## src/rtl/entc_pkg.sv

```systemverilog
`default_nettype none
// ----------------------------------------------------------------------------
// entc_pkg
// shared types and constants for the nearest-target elevator controller
// ----------------------------------------------------------------------------
package entc_pkg;

    localparam int FLOOR_W     = 4;
    localparam int FLOOR_SLOTS = 1 << FLOOR_W;
    localparam int NUM_FLOORS  = 16;
    localparam int RESET_FLOOR = 0;

    localparam logic [1:0] OP_REQUEST = 2'd0;
    localparam logic [1:0] OP_TICK    = 2'd1;
    localparam logic [1:0] OP_STOP    = 2'd2;
    localparam logic [1:0] OP_START   = 2'd3;

    localparam logic [1:0] MOT_IDLE = 2'd0;
    localparam logic [1:0] MOT_UP   = 2'd1;
    localparam logic [1:0] MOT_DOWN = 2'd2;

    localparam logic [1:0] ACT_NONE  = 2'd0;
    localparam logic [1:0] ACT_DOORS = 2'd1;
    localparam logic [1:0] ACT_UP    = 2'd2;
    localparam logic [1:0] ACT_DOWN  = 2'd3;

    typedef struct packed {
        logic load;
        logic scan_step;
        logic commit;
    } ctrl_cmd_t;

    typedef struct packed {
        logic need_scan;
        logic scan_last;
    } dp_status_t;

endpackage : entc_pkg
`default_nettype wire

```

## src/rtl/entc_ctrl.sv

```systemverilog
`default_nettype none
// ----------------------------------------------------------------------------
// entc_ctrl
// sequencer: capture, serial floor scan, commit into the output register
// ----------------------------------------------------------------------------
module entc_ctrl
    import entc_pkg::*;
(
    input  wire logic       clk,
    input  wire logic       rst_n,
    input  wire logic       in_valid,
    output logic            in_ready,
    output logic            out_valid,
    input  wire logic       out_ready,
    input  wire dp_status_t status,
    output ctrl_cmd_t       cmd
);

    typedef enum logic [1:0] {
        ST_IDLE,
        ST_SCAN,
        ST_APPLY
    } state_t;

    state_t state_reg, state_next;
    logic   out_valid_reg, out_valid_next;
    logic   slot_free;

    assign slot_free = !out_valid_reg || out_ready;
    assign in_ready  = (state_reg == ST_IDLE);
    assign out_valid = out_valid_reg;

    always_comb
    begin
        state_next     = state_reg;
        out_valid_next = out_valid_reg && !out_ready;
        cmd            = '0;
        unique case (state_reg)
            ST_IDLE:
            begin
                if (in_valid)
                begin
                    cmd.load   = 1'b1;
                    state_next = ST_SCAN;
                end
            end
            ST_SCAN:
            begin
                if (!status.need_scan)
                begin
                    state_next = ST_APPLY;
                end
                else
                begin
                    cmd.scan_step = 1'b1;
                    if (status.scan_last)
                    begin
                        state_next = ST_APPLY;
                    end
                end
            end
            ST_APPLY:
            begin
                if (slot_free)
                begin
                    cmd.commit     = 1'b1;
                    out_valid_next = 1'b1;
                    state_next     = ST_IDLE;
                end
            end
            default:
            begin
                state_next = ST_IDLE;
            end
        endcase
    end

    always_ff @(posedge clk or negedge rst_n)
    begin
        if (!rst_n)
        begin
            state_reg     <= ST_IDLE;
            out_valid_reg <= 1'b0;
        end
        else
        begin
            state_reg     <= state_next;
            out_valid_reg <= out_valid_next;
        end
    end

endmodule : entc_ctrl
`default_nettype wire

```

## src/rtl/entc_datapath.sv

```systemverilog
`default_nettype none
// ----------------------------------------------------------------------------
// entc_datapath
// car state, nearest-floor scan unit and result register
// ----------------------------------------------------------------------------
module entc_datapath
    import entc_pkg::*;
#(
    parameter int NUM_FLOORS  = entc_pkg::NUM_FLOORS,
    parameter int RESET_FLOOR = entc_pkg::RESET_FLOOR
)
(
    input  wire logic               clk,
    input  wire logic               rst_n,
    input  wire ctrl_cmd_t          cmd,
    output dp_status_t              status,
    input  wire logic [1:0]         operation,
    input  wire logic [FLOOR_W-1:0] request_floor,
    output logic [FLOOR_W-1:0]      car_floor,
    output logic [1:0]              motion_state,
    output logic [1:0]              step_action,
    output logic [FLOOR_W-1:0]      chosen_target,
    output logic                    target_valid,
    output logic                    car_idle,
    output logic                    request_rejected,
    output logic                    is_running
);

    localparam logic [FLOOR_W:0] DIST_NONE = '1;
    localparam logic [FLOOR_W-1:0] LAST_IDX = FLOOR_W'(FLOOR_SLOTS - 1);

    // captured transaction
    logic [1:0]         op_reg;
    logic [FLOOR_W-1:0] req_reg;

    // car state
    logic [FLOOR_SLOTS-1:0] pending_reg, pending_next;
    logic [FLOOR_W-1:0]     floor_reg, floor_next;
    logic [1:0]             motion_reg, motion_next;
    logic                   run_reg, run_next;

    // scan unit
    logic [FLOOR_W-1:0] idx_reg;
    logic [FLOOR_W-1:0] best_reg;
    logic [FLOOR_W:0]   best_dist_reg;
    logic               found_reg;
    logic [FLOOR_W-1:0] slot_dist;
    logic               closer;

    // result register
    logic [FLOOR_W-1:0] car_floor_reg;
    logic [1:0]         motion_state_reg;
    logic [1:0]         step_action_reg;
    logic [FLOOR_W-1:0] chosen_target_reg;
    logic               target_valid_reg;
    logic               car_idle_reg;
    logic               request_rejected_reg;
    logic               is_running_reg;

    logic [1:0]         action_next;
    logic [FLOOR_W-1:0] chosen_next;
    logic               valid_next;
    logic               rejected_next;

    assign status.need_scan = (op_reg == OP_TICK) && run_reg;
    assign status.scan_last = (idx_reg == LAST_IDX);

    assign slot_dist = (idx_reg > floor_reg) ? (idx_reg - floor_reg) : (floor_reg - idx_reg);
    assign closer    = pending_reg[idx_reg] && ({1'b0, slot_dist} < best_dist_reg);

    always_comb
    begin
        pending_next  = pending_reg;
        floor_next    = floor_reg;
        motion_next   = motion_reg;
        run_next      = run_reg;
        action_next   = ACT_NONE;
        chosen_next   = '0;
        valid_next    = 1'b0;
        rejected_next = 1'b0;
        unique case (op_reg)
            OP_REQUEST:
            begin
                if (7'(req_reg) < 7'(NUM_FLOORS))
                begin
                    pending_next = pending_reg | (FLOOR_SLOTS'(1) << req_reg);
                end
                else
                begin
                    rejected_next = 1'b1;
                end
            end
            OP_TICK:
            begin
                if (run_reg && found_reg)
                begin
                    chosen_next = best_reg;
                    valid_next  = 1'b1;
                    if (best_reg == floor_reg)
                    begin
                        pending_next = pending_reg & ~(FLOOR_SLOTS'(1) << best_reg);
                        motion_next  = MOT_IDLE;
                        action_next  = ACT_DOORS;
                    end
                    else if (best_reg > floor_reg)
                    begin
                        motion_next = MOT_UP;
                        floor_next  = floor_reg + 1'b1;
                        action_next = ACT_UP;
                    end
                    else
                    begin
                        motion_next = MOT_DOWN;
                        floor_next  = floor_reg - 1'b1;
                        action_next = ACT_DOWN;
                    end
                    if (pending_next == '0)
                    begin
                        motion_next = MOT_IDLE;
                    end
                end
            end
            OP_STOP:
            begin
                run_next = 1'b0;
            end
            OP_START:
            begin
                run_next = 1'b1;
            end
            default:
            begin
                run_next = run_reg;
            end
        endcase
    end

    // control state
    always_ff @(posedge clk or negedge rst_n)
    begin
        if (!rst_n)
        begin
            pending_reg <= '0;
            floor_reg   <= FLOOR_W'(RESET_FLOOR);
            motion_reg  <= MOT_IDLE;
            run_reg     <= 1'b0;
        end
        else if (cmd.commit)
        begin
            pending_reg <= pending_next;
            floor_reg   <= floor_next;
            motion_reg  <= motion_next;
            run_reg     <= run_next;
        end
    end

    // capture and scan
    always_ff @(posedge clk or negedge rst_n)
    begin
        if (!rst_n)
        begin
            op_reg        <= OP_REQUEST;
            req_reg       <= '0;
            idx_reg       <= '0;
            best_reg      <= '0;
            best_dist_reg <= DIST_NONE;
            found_reg     <= 1'b0;
        end
        else if (cmd.load)
        begin
            op_reg        <= operation;
            req_reg       <= request_floor;
            idx_reg       <= '0;
            best_reg      <= '0;
            best_dist_reg <= DIST_NONE;
            found_reg     <= 1'b0;
        end
        else if (cmd.scan_step)
        begin
            idx_reg <= idx_reg + 1'b1;
            if (closer)
            begin
                best_reg      <= idx_reg;
                best_dist_reg <= {1'b0, slot_dist};
                found_reg     <= 1'b1;
            end
        end
    end

    // result register, written only when the output slot is free
    always_ff @(posedge clk)
    begin
        if (cmd.commit)
        begin
            car_floor_reg        <= floor_next;
            motion_state_reg     <= motion_next;
            step_action_reg      <= action_next;
            chosen_target_reg    <= chosen_next;
            target_valid_reg     <= valid_next;
            car_idle_reg         <= (motion_next == MOT_IDLE) && (pending_next == '0);
            request_rejected_reg <= rejected_next;
            is_running_reg       <= run_next;
        end
    end

    assign car_floor        = car_floor_reg;
    assign motion_state     = motion_state_reg;
    assign step_action      = step_action_reg;
    assign chosen_target    = chosen_target_reg;
    assign target_valid     = target_valid_reg;
    assign car_idle         = car_idle_reg;
    assign request_rejected = request_rejected_reg;
    assign is_running       = is_running_reg;

endmodule : entc_datapath
`default_nettype wire

```

## src/rtl/elevator_nearest_target_controller_top.sv

```systemverilog
`default_nettype none
// ----------------------------------------------------------------------------
// elevator_nearest_target_controller_top
// single-car elevator controller with nearest pending floor selection
// ----------------------------------------------------------------------------
// one transaction at a time: a tick taken while running scans all sixteen
// floor slots and then commits its result into the output register;
// request, stop and start skip the scan, as does a tick while stopped.
// the next input is accepted in the cycle after commit.
// the scan comparator visits one floor per cycle.
// results sit in an output register, so the next input is accepted while the
// previous result waits; commit stalls only while that register is full and
// out_ready is low
// ----------------------------------------------------------------------------
module elevator_nearest_target_controller_top
    import entc_pkg::*;
#(
    parameter int NUM_FLOORS  = entc_pkg::NUM_FLOORS,
    parameter int RESET_FLOOR = entc_pkg::RESET_FLOOR
)
(
    input  wire logic               clk,
    input  wire logic               rst_n,
    // input channel
    input  wire logic               in_valid,
    output logic                    in_ready,
    input  wire logic [1:0]         operation,
    input  wire logic [FLOOR_W-1:0] request_floor,
    // output channel
    output logic                    out_valid,
    input  wire logic               out_ready,
    output logic [FLOOR_W-1:0]      car_floor,
    output logic [1:0]              motion_state,
    output logic [1:0]              step_action,
    output logic [FLOOR_W-1:0]      chosen_target,
    output logic                    target_valid,
    output logic                    car_idle,
    output logic                    request_rejected,
    output logic                    is_running
);

    // command and status between sequencer and datapath
    ctrl_cmd_t  cmd;
    dp_status_t status;

    // sequencer: idle, scan, apply
    entc_ctrl u_ctrl (
        .clk       (clk),
        .rst_n     (rst_n),
        .in_valid  (in_valid),
        .in_ready  (in_ready),
        .out_valid (out_valid),
        .out_ready (out_ready),
        .status    (status),
        .cmd       (cmd)
    );

    // car state, scan unit and result register
    entc_datapath #(
        .NUM_FLOORS  (NUM_FLOORS),
        .RESET_FLOOR (RESET_FLOOR)
    ) u_datapath (
        .clk              (clk),
        .rst_n            (rst_n),
        .cmd              (cmd),
        .status           (status),
        .operation        (operation),
        .request_floor    (request_floor),
        .car_floor        (car_floor),
        .motion_state     (motion_state),
        .step_action      (step_action),
        .chosen_target    (chosen_target),
        .target_valid     (target_valid),
        .car_idle         (car_idle),
        .request_rejected (request_rejected),
        .is_running       (is_running)
    );

endmodule : elevator_nearest_target_controller_top
`default_nettype wire

```

## config.mk

```make
export PLATFORM = sky130hd
export DESIGN_NAME = elevator_nearest_target_controller_top
export DESIGN_NICKNAME = d
export VERILOG_FILES = /design/src/rtl/entc_pkg.sv /design/src/rtl/entc_ctrl.sv /design/src/rtl/entc_datapath.sv /design/src/rtl/elevator_nearest_target_controller_top.sv
export SDC_FILE = /design/constraint.sdc
export NUM_CORES = 1
export LEC_CHECK = 0
export BUFFER_PORTS_ARGS = -buffer_cell sky130_fd_sc_hd__buf_2
export CORE_MARGIN = 2
export CORE_UTILIZATION = 45
export DETAILED_ROUTE_END_ITERATION = 10
export PLACE_DENSITY = 0.64
export SYNTH_ARGS = -nofsm -noshare
export SYNTH_HDL_FRONTEND = slang
export SYNTH_SLANG_ARGS = --single-unit
```

## constraint.sdc

```tcl
create_clock -name clk -period 10.05 [get_ports clk]
set_input_delay 1.5075 -clock clk [delete_from_list [all_inputs] [get_ports clk]]
set_output_delay 1.5075 -clock clk [all_outputs]
set_load 0.02 [all_outputs]
```

==> qor.csv, run 1 <==
stage,metric,value,unit
run_status,status,finished clean,
place,Placer Congestion,0.879,
cells_and_area,ant diodes,0,
clocking,Longest Clk Path Bufs,2,
power,leakage,0.00169,µW
power,internal power,572,µW
global_routing,largest net degree at the start of global routing,47,
timing,setup TNS,0,ns
logic_synthesis,ys async rst share,0.754,
logic_synthesis,area share of fa/ha/maj cells after synthesis,0.0730,
timing,Final period util,0.398,
routing,Routed Antenna Nets,0,
timing,fmax,250,MHz
cells_and_area,"leading cell type in the layout, fill and taps excluded",nand2_1,
timing,hold slack,0.516,ns
cells_and_area,max reg flops,16,
critical_path,Worst path slowest cell,o21bai_1,
logic_synthesis,post-synthesis cell count,372,
critical_path,crit-path cells,"inv_1, ha_1, inv_1, fa_1, a21o_1, a21oi_1, a41oi_1, mux2_2, ha_1, a21boi_0, o21ai_0, nand2b_1, a21oi_1, o21bai_1, mux2_1",
logic_synthesis,area fraction in compound gates after synthesis,0.161,
timing,endpoints failing setup,0,
clocking,Worst-path clk slew,0.07,ns
critical_path,CP Launch Type,flop,
hold_path,min-delay worst type,reg -> reg,
logic_synthesis,simple-gate area share of the yosys netlist,0.178,
logic_synthesis,"Seq/Total Area, Yosys",0.430,
timing,Final min period,4.00,ns
die,starting density of the core,0.460,
critical_path,CP Max Fanout,10,
run,Max Cap Viol,0,
timing,setup ws final,6.05,ns
power,maximum vdd drop,0.136,mV
clocking,Skew-Pair Late Insertion Delay,0.35,ns
logic_synthesis,number of synthesized flops with an enable pin,15,
critical_path,Crit path buffers/inverters,2,
critical_path,Critical Path AT,4.22,ns
routing,Routed WL,8.27,mm
place,hpwl dp,5.90,mm
logic_synthesis,Main synth FF type,dfrtp_1,
cells_and_area,nets,422,
clocking,hold_buf cts,0,
clocking,CTS tree,yes,
logic_synthesis,largest family of logic cells by synthesized area,simple AND/OR/NAND/NOR gates,
clocking,cts bufs inserted,9,
power,NetSw,316,µW
die,Rows,33,
global_routing,vias in the first global route,2875,
global_routing,total grt overflow,0,
logic_synthesis,cell area after synthesis,0.00374,mm²
timing,clk_skew,0.00719,ns
die,io pins,28,
critical_path,"Largest stage delay, worst path",0.70,ns
logic_synthesis,syn nets,402,
place,# port buffers,26,
critical_path,critical path class,reg -> reg,
power,sw frac,0.356,
routing,Wirelength per Cell,16.5,µm
power,clock power share,0.293,
critical_path,Critical Path End Type,flop,
die,Die Span Y,95.2,µm
cells_and_area,most frequent cells in the layout,"43 x nand2_1, 41 x dfrtp_1, 34 x nor2_1",
routing,drt pass-1 iters,4,
power,Logic pwr share,0.283,
logic_synthesis,library cells used by synthesis,67,
routing,Via density,5.75,
cells_and_area,share of layout cells above drive strength 1,0.181,
cells_and_area,register area,0.00161,mm²
critical_path,Top delay family on crit path,compound AO/OA/AOI/OAI gates,
routing,initial drt markers,143,
die,Core Box Area,0.00813,mm²
critical_path,Worst Path Required,10.28,ns
global_routing,first-pass GRT wire length,14.1,mm
place,DP Worst Slack,6.09,ns
die,Total Die Area,0.00905,mm²
die,Die X,95.2,µm
cells_and_area,Synth-to-Final Area Change,11.1,%
power,power density cells,214,mW/mm²
clocking,CTS root buf,clkbuf_8,
clocking,H-tree levels,3,
cells_and_area,Layout fillers,733,
clocking,post-CTS sizing,0,
global_routing,global-route usage over all layers,0.205,
power,sequential share of power,0.423,
clocking,Num Clock Sinks,61,
routing,routed vias,2888,
timing,Max transition margin,0.312,
logic_synthesis,Avg Synthesized Cell Area,10.0,µm²
routing,DRC viols,0,
logic_synthesis,Yosys reg bits,61,
global_routing,initial antenna violation count,0,
timing,Worst-Margin Slew,1.03,ns
logic_synthesis,synth warn,0,
timing,max-slew violation count,0,
timing,Final Hold Viols,0,
cells_and_area,area of the multi-input gates,0.00196,mm²
clocking,post-CTS repair timing setup buffer count,0,
logic_synthesis,Synth Area in XOR/XNOR,0.0234,
logic_synthesis,mux share of post-synthesis cell area,0.0884,
timing,RSZ-0062 raised after global routing,false,
==> metal layers <==
layer,share of wire,routed length [µm],global-route usage
met4,0.025,203,0.0894
met5,0,0,0
met2,0.47,3890,0.333
met1,0.45,3720,0.265
met3,0.054,450,0.0427
==> cell usage after synthesis (4+ instances only) <==
master | number | area, µm²
nor3_1 | 7 | 35.0
o21a_1 | 6 | 45.0
inv_1 | 20 | 75.1
mux2i_1 | 6 | 60.1
a21oi_1 | 15 | 75.1
nand2b_1 | 12 | 75.1
nand3_1 | 4 | 20.0
a21o_1 | 6 | 45.0
o21ai_0 | 16 | 80.1
o211ai_1 | 5 | 37.5
edfxtp_1 | 15 | 450
a21boi_0 | 5 | 37.5
nand2_1 | 43 | 161
xnor2_1 | 7 | 61.3
or2_2 | 4 | 25.0
mux2_1 | 5 | 56.3
dfstp_2 | 5 | 131
o41ai_1 | 8 | 70.1
nor2_1 | 34 | 128
mux4_2 | 5 | 113
mux2_2 | 9 | 101
ha_1 | 17 | 213
dfrtp_1 | 41 | 1030
nor2b_1 | 4 | 25.0
and2_1 | 5 | 31.3
clkbuf_1 | 9 | 33.8
==> final timing paths <==
kind | startpoint | endpoint | slack [ns] | depth (start not counted)
max | u_datapath.idx_reg[0] | u_datapath.best_reg[3] | 6.05 | 15
min in group asynchronous | rst_n | u_datapath.floor_reg[2] | 1.34 | 1
min | u_datapath.best_dist_reg[4] | u_datapath.best_dist_reg[4] | 0.52 | 1
min reg2reg | u_datapath.best_dist_reg[4] | u_datapath.best_dist_reg[4] | 0.52 | 1
max in group asynchronous | rst_n | u_datapath.pending_reg[9] | 8.06 | 1
max reg2reg | u_datapath.idx_reg[0] | u_datapath.best_reg[3] | 6.05 | 15
==> final cells by class <==
cell class | instances | area share
Multi-Input combinational cell | 273 | 0.472
Sequential cell | 61 | 0.387
Inverter | 21 | 0.0190
Timing Repair Buffer | 26 | 0.0313
Clock inverter | 5 | 0.0193
Clock buffer | 11 | 0.0392
Tap cell | 105 | 0.0316
==> cell families after synthesis <==
kind of cell / Yosys count
DFF: 61
AOI/OAI and AO/OA: 86
other: 1
adders and majority gates: 20
muxes: 25
xor gates and xnor gates: 10
buffers and inverters: 38
and+or+nand+nor: 131
==> metrics by stage <==
stage	instances	total power, µW	util	instance area [µm²]
after global routing	502	944	0.511	4150
after floorplan	372	554	-	3740
after detailed placement	486	631	0.481	3910
final	502	888	0.511	4150
after CTS	502	895	0.511	4150
after global placement	486	624	0.481	3910
==> power groups by stage <==
stage | Clock (µW) | Sequential, µW | Combinational, µW
after floorplan | 0 | 372 | 182
after global placement | 0 | 377 | 247
after detailed placement | 0 | 380 | 251
after CTS | 266 | 375 | 254
after global routing | 278 | 383 | 283
final | 260 | 376 | 252
Power figures use the tool's default switching activity.
==> run 2, diff against run 1 <==
==> constraint.sdc (replaced) <==
create_clock -name clk -period 3.95 [get_ports clk]
set_input_delay 0.5925 -clock clk [delete_from_list [all_inputs] [get_ports clk]]
set_output_delay 0.5925 -clock clk [all_outputs]
set_load 0.02 [all_outputs]
==> qor.csv, run 2 (synthesized netlist as in run 1, its figures left out) <==
stage,metric,value,unit,change
cells_and_area,ant diodes,0,,unchanged
power,leakage,0.00169,µW,+0.15%
clocking,Num Clock Sinks,61,,unchanged
clocking,H-tree levels,3,,unchanged
routing,Wirelength per Cell,16.6,µm,+1.1%
run,Max Cap Viol,0,,unchanged
die,io pins,28,,unchanged
critical_path,Worst Path Required,4.18,ns,-6.10 ns
die,Die X,95.2,µm,unchanged
routing,Routed WL,8.41,mm,+1.7%
clocking,Longest Clk Path Bufs,2,,unchanged
routing,initial drt markers,150,,+4.9%
timing,clk_skew,0.0109,ns,+0.00375 ns
die,Rows,33,,unchanged
global_routing,initial antenna violation count,0,,unchanged
routing,routed vias,2813,,-2.6%
power,Total Power,2190,µW,+150%
clocking,post-CTS repair timing setup buffer count,0,,unchanged
timing,fmax,301,MHz,+20%
cells_and_area,Layout fillers,777,,+6.0%
cells_and_area,nets,425,,+0.71%
timing,setup TNS,0,ns,unchanged
die,Core Box Area,0.00813,mm²,unchanged
global_routing,total grt overflow,0,,unchanged
timing,Max transition margin,0.452,,+0.140
critical_path,CP Max Fanout,9,,-1
routing,drt pass-1 iters,4,,unchanged
power,internal power,1400,µW,+140%
global_routing,largest net degree at the start of global routing,36,,-23%
clocking,cts bufs inserted,9,,unchanged
timing,RSZ-0062 raised after global routing,false,,
clocking,Skew-Pair Late Insertion Delay,0.35,ns,about the same
power,power density cells,528,mW/mm²,+150%
die,Total Die Area,0.00905,mm²,unchanged
clocking,CTS tree,yes,,
critical_path,Critical Path AT,3.55,ns,-0.67 ns
hold_path,min-delay worst type,in -> async,,
place,hpwl dp,6.05,mm,+2.5%
global_routing,global-route usage over all layers,0.208,,+0.00334
timing,max-slew violation count,0,,unchanged
clocking,hold_buf cts,0,,unchanged
timing,Final min period,3.32,ns,-0.676 ns
timing,endpoints failing setup,0,,unchanged
clocking,Worst-path clk slew,0.07,ns,about the same
cells_and_area,"leading cell type in the layout, fill and taps excluded",nand2_1,,
cells_and_area,Synth-to-Final Area Change,10.9,%,
power,sw frac,0.362,,+0.00670
critical_path,Critical Path End Type,flop,,
timing,Final period util,0.841,,+0.443
global_routing,vias in the first global route,2887,,+0.42%
timing,Final Hold Viols,0,,unchanged
place,Placer Congestion,0.922,,+5.0%
place,# port buffers,26,,unchanged
die,starting density of the core,0.460,,unchanged
clocking,post-CTS sizing,0,,unchanged
routing,Via density,5.57,,-3.2%
run_status,status,finished clean,,
routing,Routed Antenna Nets,0,,unchanged
critical_path,CP Launch Type,flop,,
die,Die Span Y,95.2,µm,unchanged
timing,Worst-Margin Slew,0.822,ns,-0.211 ns
clocking,CTS root buf,clkbuf_8,,
cells_and_area,share of layout cells above drive strength 1,0.183,,+0.00114
global_routing,first-pass GRT wire length,14.3,mm,+1.4%
power,sequential share of power,0.433,,+0.010
routing,DRC viols,0,,unchanged
power,clock power share,0.271,,-0.022
power,Logic pwr share,0.296,,+0.013
power,NetSw,793,µW,+150%
cells_and_area,most frequent cells in the layout,"43 x nand2_1, 41 x dfrtp_1, 34 x nor2_1",,
timing,hold slack,0.154,ns,-0.362 ns
cells_and_area,max reg flops,16,,unchanged
critical_path,critical path class,reg -> reg,,
power,maximum vdd drop,0.347,mV,+160%
critical_path,"setup slack, reg-to-reg",0.63,ns,-5.42 ns
-- run 2: worst paths after layout --
check | end | depth (start not counted) | start
setup / recovery | u_datapath.best_reg[0] | 14 | u_datapath.idx_reg[2]
hold / removal | u_datapath.floor_reg[2] | 1 | rst_n
setup reg to reg | u_datapath.best_reg[0] | 14 | u_datapath.idx_reg[2]
hold reg to reg | u_datapath.best_dist_reg[4] | 1 | u_datapath.best_dist_reg[4]
max in group asynchronous | u_datapath.best_dist_reg[2] | 2 | rst_n
min in group clk | u_datapath.req_reg[2] | 3 | request_floor[2]
-- run 2: routing by layer --
| metal | share of wire | GRT usage |
|---|---|---|
| met4 | 0.024 | 0.0857 |
| met1 | 0.47 | 0.279 |
| met5 | 0 | 0 |
| met3 | 0.044 | 0.0474 |
| met2 | 0.46 | 0.327 |
-- run 2: through the flow --
step                instance area, µm²  instances   util  worst slack [ns]
floorplan                         3740        372      -             0.709
global placement                  3930        489  0.483             0.715
detailed placement                3930        489  0.483             0.615
CTS                               4150        505  0.510             0.593
global route                      4150        505  0.510             0.250
finish                            4150        505  0.510             0.628
-- run 2: cell type report --
| class | instances | area (µm²) | area share |
|---|---|---|---|
| sequential | 61 | 1610 | 0.388 |
| timing repair buffer | 29 | 153 | 0.0368 |
| inverter | 21 | 78.8 | 0.0190 |
| multi-input combinational | 273 | 1960 | 0.473 |
| tap | 105 | 131 | 0.0317 |
| clock inverter | 3 | 42.5 | 0.0103 |
| clock buffer | 13 | 170 | 0.0411 |
-- run 2: power by group through the flow --
stage	Sequential, µW	Combinational, µW	Clock, µW
4_1_cts	946	658	608
5_1_grt	971	733	634
3_3_place_gp	952	642	0
3_5_place_dp	956	658	0
2_1_floorplan	946	463	0
6_report	948	648	592
-- run 2: critical path, stage by stage (launching register included) --
cell	delay, ns
dfrtp_1	0.45
inv_1	0.12
ha_1	0.38
a21o_1	0.14
a21oi_1	0.06
a41oi_1	0.34
mux2_2	0.39
ha_1	0.26
a21boi_0	0.11
o21ai_0	0.15
nand2b_1	0.07
a21oi_1	0.15
o21bai_1	0.08
buf_4	0.18
mux2_1	0.32
==> run 3, diff against run 2 <==
--- a/config.mk
+++ b/config.mk
@@ -5,11 +5,12 @@
 export SDC_FILE = /design/constraint.sdc
 export NUM_CORES = 1
 export LEC_CHECK = 0
+export ABC_AREA = 1
 export BUFFER_PORTS_ARGS = -buffer_cell sky130_fd_sc_hd__buf_2
 export CORE_MARGIN = 2
 export CORE_UTILIZATION = 45
 export DETAILED_ROUTE_END_ITERATION = 10
-export PLACE_DENSITY = 0.64
+export PLACE_DENSITY = 0.66
 export SYNTH_ARGS = -nofsm -noshare
 export SYNTH_HDL_FRONTEND = slang
 export SYNTH_SLANG_ARGS = --single-unit
==> constraint.sdc (replaced) <==
create_clock -name clk -period 3 [get_ports clk]
set_input_delay 0.45 -clock clk [delete_from_list [all_inputs] [get_ports clk]]
set_output_delay 0.45 -clock clk [all_outputs]
set_load 0.02 [all_outputs]
==> qor.csv, run 3 <==
stage,metric,value,unit,change
clocking,Longest Clk Path Bufs,2,,unchanged
die,Die X,96.7,µm,+1.6%
timing,Worst-Margin Slew,1.04,ns,+0.223 ns
die,starting density of the core,0.468,,+0.00826
clocking,H-tree levels,3,,unchanged
global_routing,first-pass GRT wire length,16.2,mm,+13%
routing,Routed Antenna Nets,0,,unchanged
routing,DRC viols,0,,unchanged
power,Total Power,4660,µW,+110%
logic_synthesis,ys async rst share,0.754,,unchanged
clocking,Skew-Pair Late Insertion Delay,0.35,ns,about the same
routing,routed vias,3539,,+26%
logic_synthesis,cell area after synthesis,0.00386,mm²,+3.3%
critical_path,"setup slack, reg-to-reg",0.14,ns,-0.49 ns
logic_synthesis,top post-synthesis cells by area,"dfrtp_1 27%, nand2_1 17%, edfxtp_1 12%, o21ai_0 5.7%, ha_1 5.5%",,
critical_path,CP Max Fanout,5,,-4
logic_synthesis,library cells used by synthesis,39,,-42%
global_routing,total grt overflow,0,,unchanged
run,Max Cap Viol,0,,unchanged
place,Post-Place Cells,649,,+33%
die,Die Span Y,96.7,µm,+1.6%
timing,fmax,349,MHz,+16%
clocking,Worst-path clk slew,0.08,ns,about the same
cells_and_area,most frequent cells in the layout,"170 x nand2_1, 49 x nor2_1, 43 x inv_1, 43 x o21ai_0, 39 x nand3_1",,
power,maximum vdd drop,0.443,mV,+28%
logic_synthesis,post-synthesis cell count,520,,+40%
critical_path,worst r2r src,u_datapath.idx_reg[0],,
cells_and_area,nets,591,,+39%
cells_and_area,ant diodes,0,,unchanged
place,Placer Congestion,1.01,,+9.8%
logic_synthesis,Main synth FF type,dfrtp_1,,
logic_synthesis,syn nets,550,,+37%
power,leakage,0.00211,µW,+25%
critical_path,critical path class,reg -> reg,,
logic_synthesis,"Seq/Total Area, Yosys",0.416,,-0.0139
logic_synthesis,share of the synthesized area in the top cell type,0.266,,-0.00889
routing,Wirelength per Cell,14.2,µm,-15%
power,power density cells,1060,mW/mm²,+100%
global_routing,largest net degree at the start of global routing,47,,+31%
routing,Routed WL,9.53,mm,+13%
logic_synthesis,"count leader, synth",nand2_1,,
global_routing,global-route usage over all layers,0.213,,+0.00446
timing,clk_skew,0.0136,ns,+0.00270 ns
timing,Final period util,0.954,,+0.114
global_routing,initial antenna violation count,0,,unchanged
critical_path,Worst Path Required,3.27,ns,-0.91 ns
critical_path,Crit. Startpoint,u_datapath.idx_reg[0],,
critical_path,Critical Path End Type,flop,,
critical_path,CP Launch Type,flop,,
logic_synthesis,number of synthesized flops with an enable pin,15,,unchanged
timing,endpoints failing setup,0,,unchanged
die,Total Die Area,0.00934,mm²,+3.2%
cells_and_area,Finished Layout Cells,671,,+33%
routing,Via density,5.27,,-5.3%
clocking,CTS root buf,clkbuf_8,,
clocking,cts bufs inserted,9,,unchanged
routing,drt pass-1 iters,5,,+1
clocking,CTS tree,yes,,
critical_path,Critical Path AT,3.14,ns,-0.41 ns
cells_and_area,share of layout cells above drive strength 1,0.177,,-0.00582
cells_and_area,max reg flops,16,,unchanged
place,hpwl dp,6.89,mm,+14%
logic_synthesis,Yosys reg bits,61,,unchanged
cells_and_area,Synth-to-Final Area Change,13.5,%,
timing,Max transition margin,0.304,,-0.148
logic_synthesis,Post-synth top cells,"171 x nand2_1, 50 x nor2_1, 44 x inv_1, 44 x o21ai_0, 41 x dfrtp_1",,
clocking,Num Clock Sinks,61,,unchanged
global_routing,vias in the first global route,3391,,+17%
routing,initial drt markers,182,,+21%
clocking,hold_buf cts,0,,unchanged
logic_synthesis,cell taking the most area after synthesis,dfrtp_1,,
place,# port buffers,26,,unchanged
die,Rows,33,,unchanged
die,Core Box Area,0.00826,mm²,+1.5%
run_status,status,finished clean,,
hold_path,min-delay worst type,in -> async,,
die,io pins,28,,unchanged
logic_synthesis,synth warn,0,,unchanged
cells_and_area,"leading cell type in the layout, fill and taps excluded",nand2_1,,
timing,max-slew violation count,0,,unchanged
timing,Final Hold Viols,0,,unchanged
logic_synthesis,Avg Synthesized Cell Area,7.43,µm²,-26%
timing,Final min period,2.86,ns,-0.458 ns
## run 3: cell types whose count changed after synthesis, sizes merged, moves of 8 or more
cell,previous run,this run
mux2,14,0
nor2,34,56
nand2b,12,0
nand2,43,174
o21ai,17,51
inv,21,52
o41ai,8,0
nand3,4,41
## run 3: path summary, 6_finish.rpt
| check | endpoint | depth (start not counted) |
|---|---|---|
| max reg2reg | u_datapath.best_dist_reg[2] | 16 |
| min | u_datapath.pending_reg[2] | 1 |
| min reg2reg | u_datapath.motion_reg[0] | 2 |
| max | u_datapath.best_dist_reg[2] | 16 |
| min in group clk | u_datapath.req_reg[3] | 3 |
| max in group asynchronous | u_datapath.floor_reg[1] | 1 |
## run 3: layer usage
layer	GRT usage	up-vias	wire length, µm
li1	-	1760	-
met1	0.283	1632	4310
met2	0.349	125	4480
met3	0.0462	22	596
met4	0.0661	0	139
met5	0	-	0
## run 3: layout make-up
cell class              count  area [µm²]
clock buffers              10         128
clock inverters             6        31.3
fillers                   820        3870
inverters                  57         219
multi-input cells         388        1980
flip-flops and latches     61        1610
well taps                 105         131
repair buffers             44         282
## run 3: worst max-delay path, stage by stage (launching register included)
cell and delay [ns]:
dfrtp_2 0.43, inv_6 0.06, ha_1 0.15, inv_1 0.05
fa_1 0.41, nand3_2 0.11, a31oi_4 0.11, o21ai_1 0.14
inv_1 0.07, ha_1 0.29, a21oi_1 0.13, nor2_1 0.07
a211oi_2 0.23, nand3_2 0.17, nand2_4 0.13, o21ai_0 0.14
o21ai_2 0.10
## run 3: power by group
part | internal, µW | leakage, µW | switching [µW]
clock | 291 | 0.0000832 | 347
sequential | 1190 | 0.000713 | 281
combinational | 963 | 0.00131 | 1590
total | 2440 | 0.00211 | 2220
## run 3: cell families (layout without fill, tap and decap cells)
family / after synthesis / in the layout / share of synthesized area
other cells: 1 / 1 / 0.000971
fa+ha+maj: 20 / 20 / 0.0706
buf+inv: 72 / 117 / 0.0842
simple gates: 282 / 283 / 0.305
compound gates: 77 / 77 / 0.108
xor+xnor: 7 / 7 / 0.0159
flops: 61 / 61 / 0.416
## run 3: per-stage QoR
stage | setup TNS, ns | utilization | worst slack (ns) | area, µm² | hold slack (ns)
2_1_floorplan | 0 | - | 0.0319 | 3860 | 0.154
3_3_place_gp | 0 | 0.499 | 0.150 | 4120 | 0.463
3_5_place_dp | -0.00201 | 0.499 | -0.00201 | 4120 | 0.475
4_1_cts | 0 | 0.519 | 0.0696 | 4290 | 0.299
5_1_grt | -0.0748 | 0.531 | -0.0401 | 4390 | 0.302
6_report | 0 | 0.531 | 0.137 | 4390 | 0.287
## run 3: timing repair
action                                 in CTS  in global routing
endpoints found under the hold margin       0                  0
pin swaps                                   0                  2
gates cloned                                0                  1
gates resized for setup                     2                 13
buffers inserted                            0                  5
setup endpoints to repair                   3                 13
